[config.mk]
export PLATFORM = sky130hd
export DESIGN_NAME = nearest_palette_color
export DESIGN_NICKNAME = d
export VERILOG_FILES = /design/src/design/npc_pkg.sv /design/src/design/nearest_palette_color.sv /design/src/design/npc_dist.sv
export SDC_FILE = /design/constraint.sdc
export NUM_CORES = 2
export LEC_CHECK = 0
export CAP_MARGIN = 10
export CORE_AREA = 2 2 407 409
export DETAILED_ROUTE_END_ITERATION = 12
export DIE_AREA = 0 0 409 411
export DONT_BUFFER_PORTS = 1
export PLACE_DENSITY = 0.68
export SLEW_MARGIN = 20
export SYNTH_ARGS = -nofsm -noshare
export SYNTH_HDL_FRONTEND = slang
export SYNTH_SLANG_ARGS = --single-unit
[constraint.sdc]
create_clock -name clk -period 9.3 [get_ports clk]
set_clock_uncertainty 0.05 [all_clocks]
set_input_delay 0.93 -clock clk [delete_from_list [all_inputs] [get_ports clk]]
set_output_delay 0.93 -clock clk [all_outputs]
set_load 0.01 [all_outputs]
[src/design/npc_pkg.sv]
// ----------------------------------------------------------------------------
// npc_pkg: shared types and constants of the nearest palette color block
// Holds the command codes, the controller states, the pipeline tag that
// travels with each palette read, and the fixed field widths.
// ----------------------------------------------------------------------------
`default_nettype none

package npc_pkg;

  localparam int COLOR_W = 24;            // red, green, blue of 8 bits each
  localparam int ENTRY_W = COLOR_W + 1;   // known mark above the color
  localparam int DIST_W  = 18;

  // Distance reported when no palette entry is known.
  localparam logic [DIST_W-1:0] NO_MATCH_DIST = DIST_W'(3 * 256 * 256);

  typedef enum logic [1:0] {
    MODE_WRITE  = 2'd0,
    MODE_REMOVE = 2'd1,
    MODE_CLEAR  = 2'd2,
    MODE_QUERY  = 2'd3
  } mode_t;

  typedef enum logic [1:0] {
    ST_CLEAR,
    ST_IDLE,
    ST_SCAN,
    ST_WAIT
  } state_t;

  // Travels alongside one palette entry through the search pipeline.
  typedef struct packed {
    logic live;   // the stage holds an entry of the current search
    logic last;   // it is the highest palette slot
    logic known;  // the entry carries a valid color
  } tag_t;

endpackage

`default_nettype wire

[src/design/nearest_palette_color.sv]
// ----------------------------------------------------------------------------
// nearest_palette_color: palette store with nearest color search
// Keeps PALETTE_DEPTH colors with known marks in one synchronous memory and
// finds the known entry closest to a query color by squared RGB distance.
// ----------------------------------------------------------------------------
//
//  Channel   Signals                                   Transfer
//  --------  ----------------------------------------  --------------------------
//  command   start, busy, mode, entry_index,           start high and busy low
//            red, green, blue
//  result    result_valid, best_index,                 every cycle result_valid
//            best_distance, found                      is high (one cycle wide)
//
//  A write or remove command leaves busy low, and the next
//  command may follow at once.
//  A query scans the whole palette, reading one memory entry per cycle
//  over the single read port; each entry then passes the distance stage
//  and the compare stage.
//  A clear command, and reset, run a clearing pass that writes every memory
//  entry as unknown, one per cycle, with busy high.
//  The receiver cannot stall; a result is on the ports for one cycle only.
// ----------------------------------------------------------------------------
`default_nettype none

module nearest_palette_color #(
  parameter int PALETTE_DEPTH = 64
) (
  input  logic        clk,
  input  logic        rst,
  input  logic        start,
  output logic        busy,
  input  logic [1:0]  mode,
  input  logic [5:0]  entry_index,
  input  logic [7:0]  red,
  input  logic [7:0]  green,
  input  logic [7:0]  blue,
  output logic        result_valid,
  output logic [5:0]  best_index,
  output logic [17:0] best_distance,
  output logic        found
);
  import npc_pkg::*;

  localparam int IDX_W = $clog2(PALETTE_DEPTH);
  localparam logic [IDX_W-1:0] LAST_ADDR = IDX_W'(PALETTE_DEPTH - 1);

  // Each word holds the known mark in its top bit and the color below it.
  logic [ENTRY_W-1:0] mem [PALETTE_DEPTH];

  state_t             state, state_next;
  logic [IDX_W-1:0]   addr, addr_next;
  logic               mem_we;
  logic [IDX_W-1:0]   mem_waddr;
  logic [ENTRY_W-1:0] mem_wdata;
  logic               feed;
  logic               query_start;
  logic               in_range;

  logic [COLOR_W-1:0] query_color;
  logic [ENTRY_W-1:0] rd_word;
  logic [IDX_W-1:0]   rd_idx;
  tag_t               rd_tag;
  tag_t               dist_tag_in;

  logic [DIST_W-1:0]  cmp_dist;
  tag_t               cmp_tag;
  logic [IDX_W-1:0]   cmp_idx;

  logic [DIST_W-1:0]  best_d, best_d_next;
  logic [IDX_W-1:0]   best_i, best_i_next;
  logic               any_known, any_known_next;
  logic               better;
  logic               scan_done;

  assign busy     = (state != ST_IDLE);
  // Slots at or above the palette depth are ignored by write and remove.
  assign in_range = (32'(entry_index) < PALETTE_DEPTH);

  // Controller: clearing pass, command decode and the query scan.
  always_comb begin
    state_next  = state;
    addr_next   = addr;
    mem_we      = 1'b0;
    mem_waddr   = IDX_W'(entry_index);
    mem_wdata   = {1'b1, red, green, blue};
    feed        = 1'b0;
    query_start = 1'b0;
    unique case (state)
      ST_CLEAR: begin
        mem_we    = 1'b1;
        mem_waddr = addr;
        mem_wdata = '0;
        addr_next = addr + 1'b1;
        if (addr == LAST_ADDR) begin
          state_next = ST_IDLE;
          addr_next  = '0;
        end
      end
      ST_IDLE: begin
        if (start) begin
          unique case (mode_t'(mode))
            MODE_WRITE: begin
              mem_we = in_range;
            end
            MODE_REMOVE: begin
              mem_we    = in_range;
              mem_wdata = '0;
            end
            MODE_CLEAR: begin
              state_next = ST_CLEAR;
              addr_next  = '0;
            end
            MODE_QUERY: begin
              state_next  = ST_SCAN;
              addr_next   = '0;
              query_start = 1'b1;
            end
          endcase
        end
      end
      ST_SCAN: begin
        feed      = 1'b1;
        addr_next = addr + 1'b1;
        if (addr == LAST_ADDR) begin
          state_next = ST_WAIT;
          addr_next  = '0;
        end
      end
      ST_WAIT: begin
        // The highest slot leaves the compare stage; the result goes out.
        if (scan_done) begin
          state_next = ST_IDLE;
        end
      end
    endcase
  end

  always_ff @(posedge clk) begin
    if (rst) begin
      state <= ST_CLEAR;
      addr  <= '0;
    end else begin
      state <= state_next;
      addr  <= addr_next;
    end
  end

  // Palette memory: one write port, one read port with registered data.
  always_ff @(posedge clk) begin
    if (mem_we) begin
      mem[mem_waddr] <= mem_wdata;
    end
    rd_word <= mem[addr];
    rd_idx  <= addr;
  end

  always_ff @(posedge clk) begin
    if (rst) begin
      rd_tag <= '0;
    end else begin
      rd_tag <= '{live: feed, last: (addr == LAST_ADDR), known: 1'b0};
    end
  end

  always_ff @(posedge clk) begin
    if (query_start) begin
      query_color <= {red, green, blue};
    end
  end

  assign dist_tag_in = '{live: rd_tag.live, last: rd_tag.last,
                         known: rd_word[ENTRY_W-1]};

  npc_dist #(
    .IDX_W (IDX_W)
  ) u_dist (
    .clk         (clk),
    .rst         (rst),
    .query_color (query_color),
    .entry_color (rd_word[COLOR_W-1:0]),
    .tag_in      (dist_tag_in),
    .idx_in      (rd_idx),
    .sq_dist     (cmp_dist),
    .tag_out     (cmp_tag),
    .idx_out     (cmp_idx)
  );

  // Compare stage. Only a strictly smaller distance replaces the best, so on
  // a tie the lowest slot wins. Any known entry beats the no-match distance.
  always_comb begin
    better         = cmp_tag.live && cmp_tag.known && (cmp_dist < best_d);
    best_d_next    = better ? cmp_dist : best_d;
    best_i_next    = better ? cmp_idx : best_i;
    any_known_next = any_known | (cmp_tag.live & cmp_tag.known);
    scan_done      = (state == ST_WAIT) && cmp_tag.live && cmp_tag.last;
  end

  always_ff @(posedge clk) begin
    if (query_start) begin
      best_d    <= NO_MATCH_DIST;
      best_i    <= '0;
      any_known <= 1'b0;
    end else begin
      best_d    <= best_d_next;
      best_i    <= best_i_next;
      any_known <= any_known_next;
    end
  end

  // Result registers: the slot number is reported by its low six bits.
  always_ff @(posedge clk) begin
    if (scan_done) begin
      best_index    <= 6'(best_i_next);
      best_distance <= best_d_next;
      found         <= any_known_next;
    end
  end

  always_ff @(posedge clk) begin
    if (rst) begin
      result_valid <= 1'b0;
    end else begin
      result_valid <= scan_done;
    end
  end

  // A result appears only once the search has finished and the block is free.
  a_result_idle: assert property (@(posedge clk) disable iff (rst)
    result_valid |-> !busy)
    else $error("result strobe while the block is busy");

  // No entry of a search may still be in flight when commands are taken.
  a_pipe_empty: assert property (@(posedge clk) disable iff (rst)
    !busy |-> (!rd_tag.live && !cmp_tag.live))
    else $error("search pipeline not empty while idle");

  a_no_match: assert property (@(posedge clk) disable iff (rst)
    (result_valid && !found) |-> (best_distance == NO_MATCH_DIST && best_index == 6'd0))
    else $error("empty palette result carries wrong index or distance");

  a_match_dist: assert property (@(posedge clk) disable iff (rst)
    (result_valid && found) |-> (best_distance < NO_MATCH_DIST))
    else $error("found result carries the no-match distance");

endmodule

`default_nettype wire

[src/design/npc_dist.sv]
// ----------------------------------------------------------------------------
// npc_dist: squared RGB distance stage
// Computes the squared Euclidean distance between the query color and one
// palette color and registers it together with the entry's tag and slot.
// ----------------------------------------------------------------------------
`default_nettype none

module npc_dist #(
  parameter int IDX_W = 6
) (
  input  logic                      clk,
  input  logic                      rst,
  input  logic [npc_pkg::COLOR_W-1:0] query_color,
  input  logic [npc_pkg::COLOR_W-1:0] entry_color,
  input  npc_pkg::tag_t             tag_in,
  input  logic [IDX_W-1:0]          idx_in,
  output logic [npc_pkg::DIST_W-1:0] sq_dist,
  output npc_pkg::tag_t             tag_out,
  output logic [IDX_W-1:0]          idx_out
);
  import npc_pkg::*;

  function automatic logic [15:0] sq_diff(input logic [7:0] a, input logic [7:0] b);
    logic [7:0] d;
    d = (a > b) ? (a - b) : (b - a);
    return 16'(d) * 16'(d);
  endfunction

  logic [15:0] sq_r, sq_g, sq_b;
  logic [DIST_W-1:0] sum;

  always_comb begin
    sq_r = sq_diff(query_color[23:16], entry_color[23:16]);
    sq_g = sq_diff(query_color[15:8],  entry_color[15:8]);
    sq_b = sq_diff(query_color[7:0],   entry_color[7:0]);
    sum  = DIST_W'(sq_r) + DIST_W'(sq_g) + DIST_W'(sq_b);
  end

  always_ff @(posedge clk) begin
    sq_dist <= sum;
    idx_out <= idx_in;
  end

  always_ff @(posedge clk) begin
    if (rst) begin
      tag_out <= '0;
    end else begin
      tag_out <= tag_in;
    end
  end

endmodule

`default_nettype wire

---- After elaboration in Yosys (flattened, before gate mapping) ----
Memory sizes are Yosys's and may differ from the RTL's. A register that Yosys moved wholly into a read port is not among the register bits.
Cells that the tools add are included.
word-level totals
  bits in registers ....................... 118
  latch bits .............................. 0
  memory bits (writable) .................. 1600
  memory bits (read-only) ................. 0
  bits of input ports ..................... 35
  logic and storage cells ................. 91
  memories kept ........................... 1
memories
  name  words  width  read ports  clocked after Yosys merged registers in  write ports  line                         text
  mem   64     25     1           1                                        1            nearest_palette_color.sv:48  logic [ENTRY_W-1:0] mem [PALETTE_DEPTH];
cells by class
  add/subtract/negate cells ............... 9
  multiply operators ...................... 3
  divide/modulo/power cells ............... 0
  magnitude comparators ................... 4
  eq/ne operators ......................... 14
  shift-type cells ........................ 0
  muxes and demuxes ....................... 28
  bitwise gates (word level) .............. 2
  reductions and logical operators ........ 12
operators with widths
  kind                                                  count
  2-to-1 mux 25 bit                                     2
  case mux 25 bit (2 select lines)                      1
  multiplier 8 x 8 -> 16 bit                            3
  subtractor 8 bit                                      6
  2-to-1 mux 6 bit                                      5
  greater-than comparator 8 bit                         3
  2-to-1 mux 8 bit                                      3
  adder 18 x 16 -> 18 bit                               1
  less-than comparator 18 bit                           1
  2-to-1 mux 18 bit                                     1
  adder 16 x 16 -> 17 bit                               1
  case mux 6 bit (2 select lines)                       1
  != test 2 bit (second input constant)                 5
  equality test 2 bit (second input constant)           4
  2-to-1 mux 1 bit                                      8
  2-to-1 mux 2 bit                                      4
  case mux 2 bit (4 select lines)                       1
  adder 6 x 1 -> 6 bit (second input constant)          1
  equality test 6 bit (second input constant)           1
  OR reduction 2 bit                                    3
  AND reduction 5 bit                                   1
  equality test 2 x 1 -> 1 bit (second input constant)  2
  logical AND 1 bit                                     4
  logical NOT 2 bit                                     2
  other kinds (8)                                       8

---- Depth between registers and ports, before layout ----
  depth in word-level cells ............... 7
  gate-level depth with buffers ........... 41
  mapped depth without buffers ............ 41

---- Hierarchy ----
A second synthesis with hierarchy kept.
second synthesis, totals
  cells, all modules ...................... 3954
  area, all modules ....................... 73321.6 µm²
by module, submodules not included
  module                 instances  cells an instance  area each (µm²)
  nearest_palette_color  1          3074               65355.2
  npc_dist               1          880                7966.4

---- Worst setup path after synthesis ----
No wires, ideal clock.
  path kind ............................... reg-to-reg
  from .................................... register query_color[16]
  to ...................................... register u_dist.sq_dist[17] in the netlist's numbering
  library setup time ...................... 0.118 ns
  arrival ................................. 9.614 ns
  required time ........................... 9.132 ns
  path slack .............................. -0.483 ns
  stages on the path, launching flop included .. 42
  buffers on the path ..................... 1
  clock period less this slack ............ 9.783 ns
  cell sequence ........................... edfxtp_1 -> inv_1 -> ha_1 -> inv_1 -> fa_1 -> a21o_1 -> a21oi_1 -> o21ai_0 -> o211ai_2 -> mux2i_1 -> xnor2_1 -> clkbuf_1 -> nor2_1 -> fa_1 -> inv_1 -> fa_1 -> fa_1 -> inv_1 -> [... 6 more ...] -> inv_1 -> o21bai_1 -> xnor2_1 -> fa_1 -> inv_1 -> fa_1 -> fa_1 -> inv_1 -> fa_1 -> inv_1 -> ha_1 -> o21a_1 -> o31a_1 -> o21ai_0 -> a31oi_1 -> o21ai_0 -> o221a_2 -> xnor2_1
on the way
  cells in the longest elaborated chain, start to end .. 5
ends and longest elaborated chain
  item                                                               line                          text
  start: declaration                                                 nearest_palette_color.sv:59   logic [COLOR_W-1:0] query_color;
  start signal: assignment                                           nearest_palette_color.sv:167  query_color <= {red, green, blue};
  subtractor 8 bit or greater-than comparator 8 bit (tied branches)  npc_dist.sv:25                d = (a > b) ? (a - b) : (b - a);
  2-to-1 mux 8 bit (*)                                               npc_dist.sv:25
  multiplier 8 x 8 -> 16 bit (*)                                     npc_dist.sv:26                return 16'(d) * 16'(d);
  adder 16 x 16 -> 17 bit (*)                                        npc_dist.sv:36                sum = DIST_W'(sq_r) + DIST_W'(sq_g) + DIST_W'(sq_b);
  adder 18 x 16 -> 18 bit (*)                                        npc_dist.sv:36
  net u_dist.sum[17]                                                 npc_dist.sv:30                logic [DIST_W-1:0] sum;
  end signal: assignment                                             npc_dist.sv:40                sq_dist <= sum;
  end: declaration                                                   npc_dist.sv:17                output logic [npc_pkg::DIST_W-1:0] sq_dist,
The timed path passes the listed nets; every way through them passes the cells marked *.
A chain may end at the register's enable or synchronous reset.

---- Worst setup path in the final report ----
Ends and elaborated chain as after synthesis.

==> impl_metrics.json <==
{
  "outcome": "finished, violations left",
  "failed_checks": "negative setup slack",
  "worst_pin_slew_ns": 1.23,
  "grt_overflow_total": 0,
  "grt_pass1_vias": 36482,
  "synth_top_cell_area_share": 0.675,
  "synthesis.area_sq_mm": 0.0734,
  "synth_area_leaders": "edfxtp_1 (68%), mux4_2 (16%), fa_1 (3.3%)",
  "clock_latency_ns": 0.80,
  "drv_slew": 0,
  "syn_inst": 3650,
  "period_share": 1.03,
  "rsz0062_at_grt": "yes",
  "core_region_area_sq_mm": 0.164,
  "area_growth_pct": 13.5,
  "synth-warning-count": 0,
  "max_stage_delay_ns": 0.54,
  "hpwlAfterDp_microns": 99700,
  "first_pass_iters": 5,
  "finalHoldViolations": 0,
  "fin_nets": 4187,
  "grt_pass1_wl_microns": 250000,
  "fp.dieH_microns": 411,
  "clock_sinks": 1743,
  "synth_ff_type": "edfxtp_1",
  "layout.cells.non_filler": 6196,
  "async_flop_share": 0,
  "remaining_drc_errors": 0,
  "path_class": "flip-flop to flip-flop",
  "cts_root_buf": "clkbuf_16",
  "layout-drive-gt1-share": 0.287,
  "clk_path_buf_depth": 3,
  "port_buffers": 0,
  "cpMostUsedCell": "fa_1",
  "io_pins": 62,
  "syn_nets": 3969,
  "placementRows": 149,
  "finalWorstSetupSlack_ns": -0.266,
  "routabilityCongestion": 0.830,
  "h-tree-depth": 4,
  "wl_microns": 172000,
  "final_common_cell": "edfxtp_1",
  "die-area_sq_mm": 0.168,
  "cap_violations": 0,
  "ys_ff_latch": 1743,
  "cp.required_ns": 9.94,
  "tns_ns": -0.932,
  "critPathCaptureType": "flip-flop",
  "hold_class": "input port to flip-flop",
  "grt_util_all_layers": 0.206,
  "drt-initial-drc-count": 3846,
  "avgSynthCellArea_sq_um": 20.1,
  "fmax_mhz": 105,
  "synth_top_area_cell": "edfxtp_1",
  "fin_crit_ns": 9.57,
  "grt_start_max_net_pins": 93,
  "clk_pin_slew_ns": 0.07,
  "dieWidth_microns": 409,
  "antenna_found_initial": 22,
  "critPathArrivalTime_ns": 10.20,
  "cts_made_buffers": 164,
  "synth_edf_count": 1649,
  "wl_per_cell_microns": 27.7,
  "setup_viol": 6,
  "slew_headroom": 0.175,
  "start_util": 0.448,
  "cp-start-kind": "flip-flop",
  "seq_area_frac_synth": 0.701,
  "cts_tree": "yes",
  "via_per_inst": 5.76,
  "vias": 35675,
  "dpl_worst_slack_ns": -0.495,
  "crit_slowest_cell": "fa_1",
  "ant_nets": 0,
  "dpl.cell_count": 5871,
  "path_max_fanout": 5,
  "layout_common_cells": "edfxtp_1 (1,649), mux4_2 (510), inv_1 (250)",
  "ys_types": 63
}
cells by family (layout without fill, tap and decap cells):
kind of cell	Yosys count	after routing	synth area share
buffers and inverters	416	767	0.0228
multiplexers	581	581	0.167
flip-flops	1743	1743	0.701
other	0	6	0
XOR/XNOR	52	52	0.00631
AND/OR/NAND/NOR	375	375	0.0248
AO/OA/AOI/OAI	199	199	0.0177
adder cells (fa/ha/maj)	284	284	0.0609
stage by stage:
| stage | utilization | cell area, sq um | hold slack [ns] |
|---|---|---|---|
| 3_5_place_dp | 0.473 | 77500 | 0.264 |
| 4_1_cts | 0.506 | 82900 | 0.0805 |
| 3_3_place_gp | 0.472 | 77400 | 0.260 |
| 5_1_grt | 0.508 | 83300 | 0.0965 |
| 6_report | 0.508 | 83300 | 0.138 |
| 2_1_floorplan | - | 73400 | 0.260 |
path summary, 6_finish.rpt:
check                                      from            endpoint  slack [ns]  depth (start not counted)
worst max-delay path            query_color[16]  u_dist.sq_dist[17]       -0.27                         41
worst min-delay path                        rst            state[1]        0.14                          1
worst max register to register  query_color[16]  u_dist.sq_dist[17]       -0.27                         41
worst min register to register        rd_idx[0]   u_dist.idx_out[0]        0.27                          0
synthesized netlist by cell type, types with 25 or more instances:
cell type,n
inv_1,262
dfxtp_1,94
mux2_2,28
buf_2,51
xnor2_1,34
clkbuf_1,71
mux4_2,510
o21ai_0,31
a21oi_1,70
edfxtp_1,1649
nor2b_1,25
nor2_1,155
ha_1,162
nand2_1,47
fa_1,122
mux2i_1,43
and2_1,55
cell type report:
| type | count | area [sq um] |
|---|---|---|
| Fill cell | 12790 | 80600 |
| Timing Repair Buffer | 205 | 1760 |
| Clock inverter | 85 | 782 |
| Clock buffer | 214 | 4390 |
| Antenna cell | 6 | 15.0 |
| Multi-Input combinational cell | 1491 | 21200 |
| Tap cell | 2189 | 2740 |
| Inverter | 263 | 987 |
| Sequential cell | 1743 | 51400 |
worst max-delay path: cells and delay by family (launching register included):
kind,cells,cell delay (ns)
muxes,1,0.24
AOI/OAI and AO/OA,11,1.58
DFF,1,0.38
adders and majority gates,14,6.02
xor gates and xnor gates,3,0.41
buffers and inverters,12,0.78
layer usage:
metal  track usage  vias to the layer above  routed length, microns
met3        0.0395                      255                   13000
li1              -                    14943                       -
met5             0                        -                     131
met1         0.276                    19040                   67700
met2         0.342                     1419                   86100
met4        0.0656                       18                    4910
flip-flops by register name (all words and copies together) (netlist names):
signal / cells
addr: 6
any_known: 1
best_d: 18
best_distance: 18
best_i: 6
best_index: 6
dist_tag_in: 2
found: 1
mem: 1600
query_color: 24
rd_idx: 6
rd_word: 25
result_valid: 1
state: 2
u_dist.idx_out: 6
u_dist.sq_dist: 18
u_dist.tag_out: 3
what timing repair did:
action                                  in CTS  in global routing
pin swaps                                   20                 34
buffers inserted                             9                  5
endpoints found under the setup margin       9                 11
hold buffers                                 0                  0
resized for setup                           39                 34
Power is left out: the tool's default activity adds up to more than one toggle a clock period on the data nets, which glitch-free logic cannot reach.
